`src/rtl/assert_macros.svh`:
```
// ----------------------------------------------------------------------------
// Assertion macros
// Shared concurrent assertion forms for the interface force block.
// ----------------------------------------------------------------------------
`ifndef ASSERT_MACROS_SVH
`define ASSERT_MACROS_SVH

// Same-cycle implication, disabled in reset
`define ASSERT_IMPLIES(label, clk, rst_n, ante, cons) \
    label: assert property (@(posedge clk) disable iff (!rst_n) (ante) |-> (cons)) \
        else $error("assertion failed");

// Next-cycle implication, disabled in reset
`define ASSERT_NEXT(label, clk, rst_n, ante, cons) \
    label: assert property (@(posedge clk) disable iff (!rst_n) (ante) |=> (cons)) \
        else $error("assertion failed");

`endif

```
`src/rtl/ctif_pkg.sv`:
```
// ----------------------------------------------------------------------------
// ctif_pkg
// Types, constants and small tables for the cohesive interface force block.
// ----------------------------------------------------------------------------
package ctif_pkg;

    // shared multiplier operand and product widths
    localparam int MUL_W  = 36;
    localparam int PROD_W = 2 * MUL_W;

    // square root: 100-bit radicand, 50-bit root, one root bit per step
    localparam int RAD_W      = 100;
    localparam int ROOT_W     = 50;
    localparam int REM_W      = 53;
    localparam int SQRT_STEPS = 50;

    localparam logic [1:0] PAIR_LAST = 2'd2;

    // ceil(2^35 / 3): exact floor(x / 3) for x below 2^33
    localparam logic [MUL_W-1:0] RECIP3 = 36'h2_AAAA_AAAB;

    // clip thresholds on the Q32 product: 12 * (limit + 1)
    localparam logic [83:0] SAT_POS_THR = 84'h6_0000_0000;
    localparam logic [83:0] SAT_NEG_THR = 84'h6_0000_000C;

    localparam logic [31:0] LIM_POS = 32'h7FFF_FFFF;
    localparam logic [31:0] LIM_NEG = 32'h8000_0000;

    // last issue tags per sequence
    localparam logic [3:0] TAG_CROSS_LAST  = 4'd5;
    localparam logic [3:0] TAG_SQUARE_LAST = 4'b1010;
    localparam logic [3:0] TAG_AREA_LAST   = 4'd1;
    localparam logic [3:0] TAG_FMUL_LAST   = 4'd2;

    typedef struct packed {
        logic             valid;
        logic             neg;
        logic [3:0]       tag;
        logic [MUL_W-1:0] a;
        logic [MUL_W-1:0] b;
    } mul_req_t;

    typedef struct packed {
        logic              valid;
        logic              neg;
        logic [3:0]        tag;
        logic [PROD_W-1:0] product;
    } mul_rsp_t;

    // cross product term k: edge-one component index
    function automatic logic [1:0] cross_l1(input logic [2:0] k);
        logic [1:0] r;
        case (k)
            3'd0:    r = 2'd1;
            3'd1:    r = 2'd2;
            3'd2:    r = 2'd2;
            3'd3:    r = 2'd0;
            3'd4:    r = 2'd0;
            3'd5:    r = 2'd1;
            default: r = 2'd0;
        endcase
        return r;
    endfunction

    // cross product term k: edge-two component index
    function automatic logic [1:0] cross_l2(input logic [2:0] k);
        logic [1:0] r;
        case (k)
            3'd0:    r = 2'd2;
            3'd1:    r = 2'd1;
            3'd2:    r = 2'd0;
            3'd3:    r = 2'd2;
            3'd4:    r = 2'd1;
            3'd5:    r = 2'd0;
            default: r = 2'd0;
        endcase
        return r;
    endfunction

endpackage

```
`src/rtl/ctif_mul.sv`:
```
// ----------------------------------------------------------------------------
// ctif_mul
// Shared unsigned multiplier with one register stage; tag and sign ride along.
// ----------------------------------------------------------------------------
module ctif_mul (
    input  logic              aclk,
    input  logic              aresetn,
    input  ctif_pkg::mul_req_t req,
    output ctif_pkg::mul_rsp_t rsp
);

    ctif_pkg::mul_rsp_t rsp_reg;

    // product register
    always_ff @(posedge aclk) begin
        if (!aresetn) begin
            rsp_reg.valid <= 1'b0;
        end else begin
            rsp_reg.valid <= req.valid;
        end
        rsp_reg.neg     <= req.neg;
        rsp_reg.tag     <= req.tag;
        rsp_reg.product <= req.a * req.b;
    end

    assign rsp = rsp_reg;

endmodule

```
`config.mk`:
```
export PLATFORM = sky130hd
export DESIGN_NAME = ctif_mul
export DESIGN_NICKNAME = d
export VERILOG_FILES = /design/src/rtl/assert_macros.svh /design/src/rtl/ctif_pkg.sv /design/src/rtl/ctif_mul.sv
export SDC_FILE = /design/constraint.sdc
export NUM_CORES = 2
export LEC_CHECK = 0
export ABC_AREA = 1
export ABC_CLOCK_PERIOD_IN_PS = 8500
export BUFFER_PORTS_ARGS = -buffer_cell sky130_fd_sc_hd__buf_2
export CORE_ASPECT_RATIO = 0.75
export CORE_UTILIZATION = 55
export CTS_CLUSTER_SIZE = 24
export DETAILED_ROUTE_END_ITERATION = 10
export HOLD_SLACK_MARGIN = 0.03
export PLACE_DENSITY_LB_ADDON = 0.12
export SLEW_MARGIN = 5
export SYNTH_ARGS = -nofsm -noshare
export SYNTH_HDL_FRONTEND = slang
export SYNTH_SLANG_ARGS = --single-unit
```
`constraint.sdc`:
```
create_clock -name aclk -period 8.5 [get_ports aclk]
set_clock_uncertainty 0.05 [all_clocks]
set_input_delay 1.7 -clock aclk [delete_from_list [all_inputs] [get_ports aclk]]
set_output_delay 1.7 -clock aclk [all_outputs]
set_load 0.01 [all_outputs]
```
; Word-level counts from Yosys, hierarchy flattened
; Cells that the tools add are included.
[op_classes]
mul = 1
[ops]
columns = operator, count
row1 = multiplier 36 x 36 -> 72 bit, 1
[word_totals]
reg_bits = 78
input_bits = 80
out_inout_bits = 78
word_cells = 5

; Logic depth before layout (Yosys ltp)
[depth]
word_depth = 1
mapped_depth = 33
mapped_depth_nobuf = 31

; Least setup slack after synthesis
; OpenSTA, ideal clock, no wires.
[synth_path]
kind = input-to-reg
startpoint = in req[0] (netlist name)
endpoint = reg rsp_reg, in the netlist rsp[68]
setup_ns = 0.112
arrival_ns = 7.862
t_required_ns = 8.338
setup_slack_ns = 0.476
stages = 31
path_buffers = 2
path_cell_list = clkbuf_1 -> clkbuf_1 -> nand2_1 -> fa_1 -> fa_1 -> inv_1 -> fa_1 -> inv_1 -> fa_1 -> inv_1 -> fa_1 -> inv_1 -> fa_1 -> inv_1 -> fa_1 -> inv_1 -> fa_1 -> inv_1 -> ha_1 -> nand2_1 -> inv_1 -> a21oi_1 -> inv_1 -> nand2_1 -> nand2_1 -> a21oi_1 -> nand2_2 -> nand2_1 -> nand2_1 -> nand2_1 -> nand2_1
[synth_between]
elab_chain_len = 1
[synth_lines]
columns = element, line_no
row1 = start: declaration, ctif_mul.sv:8  ; input ctif_pkg::mul_req_t req,
row2 = multiplier 36 x 36 -> 72 bit, ctif_mul.sv:23  ; rsp_reg.product <= req.a * req.b;
row3 = end: declaration, ctif_mul.sv:12  ; ctif_pkg::mul_rsp_t rsp_reg;
; Every way passes these cells.
; A chain may end at the register's enable or synchronous reset.

; Worst setup path in the final report
[layout_path]
startpoint = in req[62] (netlist name)
endpoint = reg rsp_reg, in the netlist rsp[62]
; The elaborated chain is that of the path after synthesis.

==> impl_metrics.py <==
metrics = {
    "drt": {
        "detail_route.wirelength.met1_mm": 56.50,
        "avgViaCountPerCell": 4.960,
        "drt-total-wl_mm": 130.8,
        "drc_errors": 0,
        "drt-pass1-iter-count": 6,
        "drt_iter0_drc": 2899,
        "wl_per_cell_um": 17.88,
        "num_vias": 36290,
        "routed-wl-met2_mm": 60.47,
        "ant_nets": 0,
        "route.met3.wl_mm": 11.73,
        "top_layer": "met5",
    },
    "worst_setup_path": {
        "cp_common_cell": "fa_1",
        "cp_data_required_time_ns": 8.70,
        "slowest_delay_ns": 0.59,
        "path_max_fanout": 13,
        "critPathLaunchType": "input port",
        "startpoint": "req[62]",
        "path_depth": 28,
        "crit_arrival_ns": 8.46,
        "cp_slowest_cell": "fa_1",
        "critical_path_class": "input port to register",
        "crit_end": "rsp[62]",
        "path_buf_inv": 9,
        "setup.worst_path.end_class": "register",
        "critPathTopFamily": "adder cells",
    },
    "timing": {
        "tightest_slew_ns": 0.5914,
        "fin_crit_sh": 0.9715,
        "report.final.slew_viol_count": 0,
        "grt_setup_unrepaired": "no",
        "hold_slack_ns": 1.395,
        "max_freq_mhz": 121.1,
        "hold_viol_final": 0,
        "setup_viol": 0,
        "maxSlewHeadroom": 0.6057,
        "fin_crit_ns": 8.258,
    },
    "clock_network": {
        "clockRootBuffer": "clkbuf_16",
        "cts.clk_slew.worst_paths_ns": 0.06,
        "cts_hold_buffers": 0,
        "post_cts_buffers": 0,
        "cts_made_buffers": 9,
        "cts_tree": "yes",
        "clock-sinks": 78,
        "htree_levels": 3,
        "clock_path_buffers": 2,
    },
    "finish": {
        "stdcell_area_mm2": 0.05015,
        "nNetsFinal": 7723,
        "drive_above_1_share": 0.08855,
        "final_cell_mix": "2038 x inv_1, 1729 x nand2_1, 1155 x fa_1",
        "final_common_cell": "inv_1",
        "syn2layout_area_growth_pct": 9.308,
        "multiInputGateArea_mm2": 0.03557,
        "fill_cells": 7668,
        "largest_register_ffs": 78,
        "regArea_mm2": 0.001562,
    },
    "worst_hold_path": {
        "hold_path_class": "input port to register",
        "hold_start": "req[74]",
        "hold_depth": 1,
    },
    "floorplan": {
        "die-area_mm2": 0.08459,
        "die_x_um": 335.5,
        "num_rows": 91,
        "core_mm2": 0.08243,
        "io-pin-count": 158,
        "initial_core_util": 0.5565,
        "die_y_um": 252.1,
    },
    "logic_synthesis": {
        "synth_warnings": 0,
        "syn_area_mm2": 0.04588,
        "syn_inst": 6008,
        "synth-seq-cells": 78,
        "synthesis.nets": 7536,
        "synth_area_leaders": "fa_1 50%, inv_1 17%, nand2_1 14%",
        "synth_top_area_cell": "fa_1",
        "synth_cell_types": 28,
        "syn_avg_cell_area_um2": 7.636,
        "seq_area_frac_synth": 0.03404,
        "yosys.area.top_type_share": 0.5044,
    },
    "global_routing": {
        "grt_pass1_wl_mm": 211.7,
        "grt_antenna_before_repair": 6,
        "grtUsageTotal": 0.3262,
        "grt_pass1_vias": 37510,
        "grt_max_degree": 36,
        "grt_overflow": 0,
    },
    "placed_design": {
        "hpwl_mm": 115.3,
        "gp_congestion": 0.9515,
        "placed_area_mm2": 0.04976,
        "io_buffers": 157,
    },
    "flow_run": {
        "maxCapViolCount": 0,
    },
    "outcome": {
        "status": "completed",
    },
}
[worst min path at each step]
stage,endpoint,slack (ns)
6_report,rsp[74],1.40
5_1_grt,rsp[75],1.38
4_1_cts,rsp[74],1.38
3_5_place_dp,rsp[74],1.75
3_3_place_gp,rsp[73],1.75
2_1_floorplan,rsp[72],1.68
[cells by family after synthesis]
family / share of synthesized area
AO/OA/AOI/OAI: 0.01680
XOR/XNOR: 0.008018
adder cells (fa/ha/maj): 0.5841
buffers and inverters: 0.1909
flip-flops: 0.03404
AND/OR/NAND/NOR: 0.1662
[Yosys cell counts]
cell         n
nand3_1     43
a21boi_0     3
a21oi_2      6
inv_2        7
nor3_1       9
xor2_1      39
fa_1      1156
a21oi_1     80
o21ai_1      3
nand4_1      5
inv_1     2038
nand3_2      7
o21ai_2      2
dfxtp_1     78
o21a_1       3
nand2_1   1730
ha_1       292
nor2_1     127
o21ai_0     39
a21o_1       3
nor3_2       2
nor2_4       2
nor2_2       8
clkbuf_1   288
and2_1       1
nand2_2     31
xnor2_1      3
o21bai_1     3
[per-layer routing]
metal,vias up,GRT usage
met5,-,0
met4,6,0.05506
met3,132,0.06291
met2,1393,0.5140
met1,18140,0.4752
li1,16620,-
[cell type report]
type / count / share of cell area
diodes: 2 / 0.00009980
clock buffers: 10 / 0.004566
clock inverters: 6 / 0.001871
inverters: 2045 / 0.1531
multi-input cells: 3597 / 0.7093
flip-flops and latches: 78 / 0.03114
well taps: 1116 / 0.02784
repair buffers: 464 / 0.07208
[through the flow]
step	setup TNS [ns]	setup slack (ns)	utilization	std cells
2_1_floorplan	0	0.4755	-	6008
3_3_place_gp	-1.305	-0.2500	0.6036	7300
3_5_place_dp	-1.087	-0.1681	0.6036	7300
4_1_cts	0	0.1845	0.6075	7316
5_1_grt	0	0.0005311	0.6083	7316
6_report	0	0.2422	0.6083	7318
[timing repair]
action,in CTS,in global routing
endpoints found under the hold margin,0,0
gates resized for setup,0,25
setup endpoints to repair,0,26
Power is not shown: default switching activity piles up to over one toggle a cycle in this logic, so the estimate is an artifact.
