==> src/rtl/assert_macros.svh <==
// ----------------------------------------------------------------------------
// Assertion macros
// Shared concurrent assertion forms for the interface force block.
// ----------------------------------------------------------------------------
`ifndef ASSERT_MACROS_SVH
`define ASSERT_MACROS_SVH

// Same-cycle implication, disabled in reset
`define ASSERT_IMPLIES(label, clk, rst_n, ante, cons) \
    label: assert property (@(posedge clk) disable iff (!rst_n) (ante) |-> (cons)) \
        else $error("assertion failed");

// Next-cycle implication, disabled in reset
`define ASSERT_NEXT(label, clk, rst_n, ante, cons) \
    label: assert property (@(posedge clk) disable iff (!rst_n) (ante) |=> (cons)) \
        else $error("assertion failed");

`endif

==> src/rtl/ctif_pkg.sv <==
// ----------------------------------------------------------------------------
// ctif_pkg
// Types, constants and small tables for the cohesive interface force block.
// ----------------------------------------------------------------------------
package ctif_pkg;

    // shared multiplier operand and product widths
    localparam int MUL_W  = 36;
    localparam int PROD_W = 2 * MUL_W;

    // square root: 100-bit radicand, 50-bit root, one root bit per step
    localparam int RAD_W      = 100;
    localparam int ROOT_W     = 50;
    localparam int REM_W      = 53;
    localparam int SQRT_STEPS = 50;

    localparam logic [1:0] PAIR_LAST = 2'd2;

    // ceil(2^35 / 3): exact floor(x / 3) for x below 2^33
    localparam logic [MUL_W-1:0] RECIP3 = 36'h2_AAAA_AAAB;

    // clip thresholds on the Q32 product: 12 * (limit + 1)
    localparam logic [83:0] SAT_POS_THR = 84'h6_0000_0000;
    localparam logic [83:0] SAT_NEG_THR = 84'h6_0000_000C;

    localparam logic [31:0] LIM_POS = 32'h7FFF_FFFF;
    localparam logic [31:0] LIM_NEG = 32'h8000_0000;

    // last issue tags per sequence
    localparam logic [3:0] TAG_CROSS_LAST  = 4'd5;
    localparam logic [3:0] TAG_SQUARE_LAST = 4'b1010;
    localparam logic [3:0] TAG_AREA_LAST   = 4'd1;
    localparam logic [3:0] TAG_FMUL_LAST   = 4'd2;

    typedef struct packed {
        logic             valid;
        logic             neg;
        logic [3:0]       tag;
        logic [MUL_W-1:0] a;
        logic [MUL_W-1:0] b;
    } mul_req_t;

    typedef struct packed {
        logic              valid;
        logic              neg;
        logic [3:0]        tag;
        logic [PROD_W-1:0] product;
    } mul_rsp_t;

    // cross product term k: edge-one component index
    function automatic logic [1:0] cross_l1(input logic [2:0] k);
        logic [1:0] r;
        case (k)
            3'd0:    r = 2'd1;
            3'd1:    r = 2'd2;
            3'd2:    r = 2'd2;
            3'd3:    r = 2'd0;
            3'd4:    r = 2'd0;
            3'd5:    r = 2'd1;
            default: r = 2'd0;
        endcase
        return r;
    endfunction

    // cross product term k: edge-two component index
    function automatic logic [1:0] cross_l2(input logic [2:0] k);
        logic [1:0] r;
        case (k)
            3'd0:    r = 2'd2;
            3'd1:    r = 2'd1;
            3'd2:    r = 2'd0;
            3'd3:    r = 2'd2;
            3'd4:    r = 2'd1;
            3'd5:    r = 2'd0;
            default: r = 2'd0;
        endcase
        return r;
    endfunction

endpackage

==> src/rtl/ctif_isqrt.sv <==
// ----------------------------------------------------------------------------
// ctif_isqrt
// Digit-by-digit floor square root, one root bit per cycle.
// ----------------------------------------------------------------------------
module ctif_isqrt (
    input  logic                          aclk,
    input  logic                          aresetn,
    input  logic                          start,
    input  logic [ctif_pkg::RAD_W-1:0]    radicand,
    output logic                          done,
    output logic [ctif_pkg::ROOT_W-1:0]   root
);

    logic                          busy_reg;
    logic                          done_reg;
    logic [5:0]                    cnt_reg;
    logic [ctif_pkg::RAD_W-1:0]    rad_reg;
    logic [ctif_pkg::REM_W-1:0]    rem_reg;
    logic [ctif_pkg::ROOT_W-1:0]   root_reg;
    logic [ctif_pkg::REM_W-1:0]    rem_shift;
    logic [ctif_pkg::REM_W-1:0]    trial;

    // bring down two radicand bits, trial subtract
    assign rem_shift = {rem_reg[ctif_pkg::REM_W-3:0],
                        rad_reg[ctif_pkg::RAD_W-1:ctif_pkg::RAD_W-2]};
    assign trial     = {1'b0, root_reg, 2'b01};

    always_ff @(posedge aclk) begin
        if (!aresetn) begin
            busy_reg <= 1'b0;
            done_reg <= 1'b0;
        end else begin
            done_reg <= 1'b0;
            if (start) begin
                busy_reg <= 1'b1;
                rad_reg  <= radicand;
                rem_reg  <= '0;
                root_reg <= '0;
                cnt_reg  <= 6'(ctif_pkg::SQRT_STEPS - 1);
            end else if (busy_reg) begin
                if (rem_shift >= trial) begin
                    rem_reg  <= rem_shift - trial;
                    root_reg <= {root_reg[ctif_pkg::ROOT_W-2:0], 1'b1};
                end else begin
                    rem_reg  <= rem_shift;
                    root_reg <= {root_reg[ctif_pkg::ROOT_W-2:0], 1'b0};
                end
                rad_reg <= {rad_reg[ctif_pkg::RAD_W-3:0], 2'b00};
                cnt_reg <= cnt_reg - 6'd1;
                if (cnt_reg == 6'd0) begin
                    busy_reg <= 1'b0;
                    done_reg <= 1'b1;
                end
            end
        end
    end

    assign done = done_reg;
    assign root = root_reg;

endmodule

==> config.mk <==
export PLATFORM = sky130hd
export DESIGN_NAME = ctif_isqrt
export DESIGN_NICKNAME = d
export VERILOG_FILES = /design/src/rtl/assert_macros.svh /design/src/rtl/ctif_pkg.sv /design/src/rtl/ctif_isqrt.sv
export SDC_FILE = /design/constraint.sdc
export NUM_CORES = 1
export LEC_CHECK = 0
export BUFFER_PORTS_ARGS = -buffer_cell sky130_fd_sc_hd__buf_4
export CORE_MARGIN = 2
export CORE_UTILIZATION = 59
export CTS_CLUSTER_DIAMETER = 80
export CTS_CLUSTER_SIZE = 10
export DETAILED_ROUTE_END_ITERATION = 7
export PLACE_DENSITY = 0.84
export SYNTH_ARGS = -nofsm -noshare
export SYNTH_HDL_FRONTEND = slang
export SYNTH_SLANG_ARGS = --single-unit
==> constraint.sdc <==
create_clock -name aclk -period 9 [get_ports aclk]
set_input_delay 1.35 -clock aclk [delete_from_list [all_inputs] [get_ports aclk]]
set_output_delay 1.35 -clock aclk [all_outputs]
set_load 0.01 [all_outputs]
# Yosys cells after proc, flatten, opt, wreduce, memory -nomap -nowiden
# Index checks and enable logic that the tools add are counted.
# Widths: inputs -> output; s select.
# op_classes
mux,11
n_lt_le_gt_ge,1
n_reduce_logical,4
bitwise_logic,2
addsub,2
# op_table
cell,n
$mux 100,2
$mux 51,2
$ge 53x52->1,1
$sub 51x51->51,1
$mux 50,1
$logic_not 6->1,1
$mux 6,1
$sub 6x1->6 const B,1
$mux 1,5
$reduce_or 3->1,1
$not 1->1,2
$reduce_and 2->1,1
$reduce_bool 2->1,1
# totals
out_inout_bits,51
register_bits,209
in_bits,103
wordCells,26

# Logic depth before layout (Yosys ltp)
# depth
ltp_word,4
mapped_depth,14
depth_no_buf,12

# Worst setup path before layout
# OpenSTA, ideal clock, no wires.
# synth_path
path_type,in2reg
from,in start
to,"reg cnt_reg[0], enable pin"
cell_stages,2
setup_ns,0.587
n_path_buf,1
path_slack_ns,2.145
arrival_ns,6.268
required_ns,8.413
path_cell_list,clkbuf_1 o21a_1
# synth_via
elab_chain_cells,2
# synth_lines
item,line_no,text
start: declaration,ctif_isqrt.sv:8,"input logic start,"
$reduce_bool 2->1 (no source line),--,
$reduce_and 2->1 (no source line),--,
end signal: assignment,ctif_isqrt.sv:39,cnt_reg <= 6'(ctif_pkg::SQRT_STEPS - 1);
end signal: assignment,ctif_isqrt.sv:49,cnt_reg <= cnt_reg - 6'd1;
end: declaration,ctif_isqrt.sv:16,logic [5:0] cnt_reg;
# No other way between the ends.
# A chain may end at the register's enable or synchronous reset.

# Worst setup path in the final report
# layout_path
from,reg root_reg (netlist bit root[42])
to,reg rem_reg[34] (netlist name) (data pin)
# layout_via
elab_chain_cells,3
# layout_lines
item,line_no,text
start: declaration,ctif_isqrt.sv:19,logic [ctif_pkg::ROOT_W-1:0] root_reg;
start signal: assignment,ctif_isqrt.sv:43,"root_reg <= {root_reg[ctif_pkg::ROOT_W-2:0], 1'b1};"
start signal: assignment,ctif_isqrt.sv:46,"root_reg <= {root_reg[ctif_pkg::ROOT_W-2:0], 1'b0};"
$ge 53x52->1,ctif_isqrt.sv:41,if (rem_shift >= trial) begin
$mux 51,ctif_isqrt.sv:41,
$mux 51,ctif_isqrt.sv:40,end else if (busy_reg) begin
end signal: assignment,ctif_isqrt.sv:42,rem_reg <= rem_shift - trial;
end signal: assignment,ctif_isqrt.sv:45,rem_reg <= rem_shift;
end: declaration,ctif_isqrt.sv:18,logic [ctif_pkg::REM_W-1:0] rem_reg;
# No other way between the ends. The select of a mux whose other input is x is not followed.

==> results.cfg <==
[synthesis]
yosys_warnings = 0
yosys.area.top_type = edfxtp_1
yosysSeqAreaShare = 0.528
synth_commonest_cells = 207 x edfxtp_1, 130 x nor2_1, 99 x mux2_2
syn_nets = 1177
syn-instance-count = 1020
synth_area_per_cell_um2 = 11.6
synth.distinct_cells = 69
synthArstFlopShare = 0
ys_ff_latch = 209
synthFlopType = edfxtp_1
yosys-top-cells-area = edfxtp_1 52%, mux2_2 9.4%, ha_1 5.7%
netlist.area_leader.share = 0.525
yosys.cell_count.top_type = edfxtp_1
synth_enable_flop_cells = 207
synthesis.area_um2 = 11800

[setup_path]
crit_buf_inv = 2
path_depth = 12
criticalPathCategory = register to register
ff2ff_path_depth = 12
crit_slowest_cell = a31oi_4
crit_arrival_ns = 4.81
critPathMaxFanout = 34
endpoint_kind = register
start_kind = register
crit_family = simple AND/OR/NAND/NOR gates
path_cells = inv_1 -> ha_1 -> nand2_1 -> or3_1 -> nor4_2 -> and4_1 -> a21oi_2 -> a21boi_4 -> a31oi_4 -> buf_4 -> mux2i_1 -> nor2_1
max_stage_delay_ns = 0.96
r2r_end = rem_reg[34]
worstReg2RegStart = root[42]
critPathRequiredTime_ns = 9.25
worst-r2r-setup-slack_ns = 4.44

[placement]
numPortBuffers = 153
dp_cells = 1399
gp_congestion = 0.908
hpwlAfterDp_um = 18200

[timing]
clock.fmax_mhz = 219
clock_skew_ns = 0.0153
hold_viol_final = 0
slew_viol_final = 0
max_slew_margin = 0.167
fin_crit_ns = 4.56
worstMarginPinSlew_ns = 1.25
min_period_over_period = 0.507
fin_setup_tns_ns = 0
rsz0062_at_grt = false
setup-violations-final = 0

[routing]
vias_per_cell = 5.78
ant_nets = 0
drt-total-wl_um = 26000
drt-wirelength-per-cell_um = 18.1
first_pass_iters = 5
drc = 0
drt_iter0_drc = 546
vias = 8313

[clock_tree]
insertion_delay_ns = 0.54
cts_setup_buffers = 0
cts_root_buffer = clkbuf_16
cts_sinks = 209
cts_tree = done
holdBufCountCts = 0
clock_tree.buffer_depth = 3
h-tree-depth = 1
cts.clk_slew.worst_paths_ns = 0.05
cts_buffers = 25
post_cts_resized = 0

[flow_run]
drv_cap = 0

[hold_path]
min_to = done
hold_depth = 1
min_from = busy_reg
hold_class = register to register

[layout]
fill_cells = 1370
finalNonFillerCells = 1438
largest_register_ffs = 100
layout.nets = 1318
areaGrowthSynthToFinish_pct = 16.9
drive_above_1_share = 0.257
antenna_cells = 0

[global_routing]
grt_pass1_vias = 8380
grt_pass1_wl_um = 41800
antenna_found_initial = 0
grt.total_usage = 0.240
grt_start_max_net_pins = 119
grt_overflow = 0

[floorplanning]
die_w_um = 146
core_area_um2 = 19600
initial_utilization = 0.605
die_h_um = 146
die-area_um2 = 21200
io_pins = 154
core.rowCount = 51

[run_status]
status = completed

[power]
vdd_drop_max_mv = 0.198
p_per_area_nw_per_um2 = 202
p_leak_nw = 5.64
layer usage:
| layer | wire length [µm] | track usage | vias to the layer above |
|---|---|---|---|
| li1 | - | - | 4036 |
| met1 | 10800 | 0.301 | 3992 |
| met2 | 12600 | 0.412 | 250 |
| met3 | 2150 | 0.0743 | 35 |
| met4 | 471 | 0.0534 | 0 |
| met5 | 0 | 0 | - |
power by group:
part	switching, mW	total, mW	internal (mW)
registers	0.0349	1.21	1.17
logic	0.381	0.683	0.303
clock network	0.387	0.899	0.512
cell families after synthesis:
group                    share of synthesized area
AO/OA/AOI/OAI                                0.113
multiplexers                                 0.126
buffers and inverters                       0.0394
flip-flops                                   0.528
AND/OR/NAND/NOR                              0.104
XOR/XNOR                                    0.0325
adder cells (fa/ha/maj)                     0.0571
placed cells by master, fill, tap and decap left out, drive strengths merged, types with 4 or more instances in the layout:
cell    netlist  routed
nand4        11      11
and4          4       4
clkbuf       28      36
a211oi        9       9
xnor2        33      33
o21ai        33      33
o21a         10      10
mux2i        38      38
a31oi         6       6
a41o          4       4
mux2         99      99
nand2        52      52
buf          15     157
inv          66      68
a21oi        68      68
and3          8       8
nand2b        6       6
nor3         12      12
nor2b         5       5
and2          7       7
a21o         20      20
or3           4       4
o211ai        5       5
ha           54      54
xor2         11      11
nand3        14      14
o21bai       12      12
nor2        130     130
edfxtp      207     207
per-stage QoR:
step	utilization	setup slack [ns]	instance area [µm²]	power [mW]	hold WS, ns
6_report	0.707	4.44	13800	2.79	0.491
3_5_place_dp	0.671	4.44	13100	1.91	0.484
5_1_grt	0.707	4.14	13800	2.92	0.506
4_1_cts	0.707	4.43	13800	2.81	0.494
3_3_place_gp	0.671	4.51	13100	1.89	0.479
2_1_floorplan	-	2.15	11800	1.74	0.454
worst max-delay path by stage:
| stage | start | end |
|---|---|---|
| global placement | root[43] | rem_reg[27] |
| detailed placement | root[42] | rem_reg[34] |
| finish | root[42] | rem_reg[34] |
| global route | root[42] | rem_reg[17] |
| CTS | root[42] | rem_reg[34] |
| floorplan | start | cnt_reg[0] |
final cells by class:
type | instances | area (µm²) | share of cell area
inverters | 67 | 251 | 0.0182
clock inverters | 3 | 33.8 | 0.00244
clock buffers | 36 | 667 | 0.0482
multi-input cells | 701 | 5130 | 0.370
repair buffers | 157 | 1180 | 0.0854
well taps | 265 | 332 | 0.0239
flip-flops and latches | 209 | 6260 | 0.452
No activity file was read; power rests on OpenSTA's default activity.
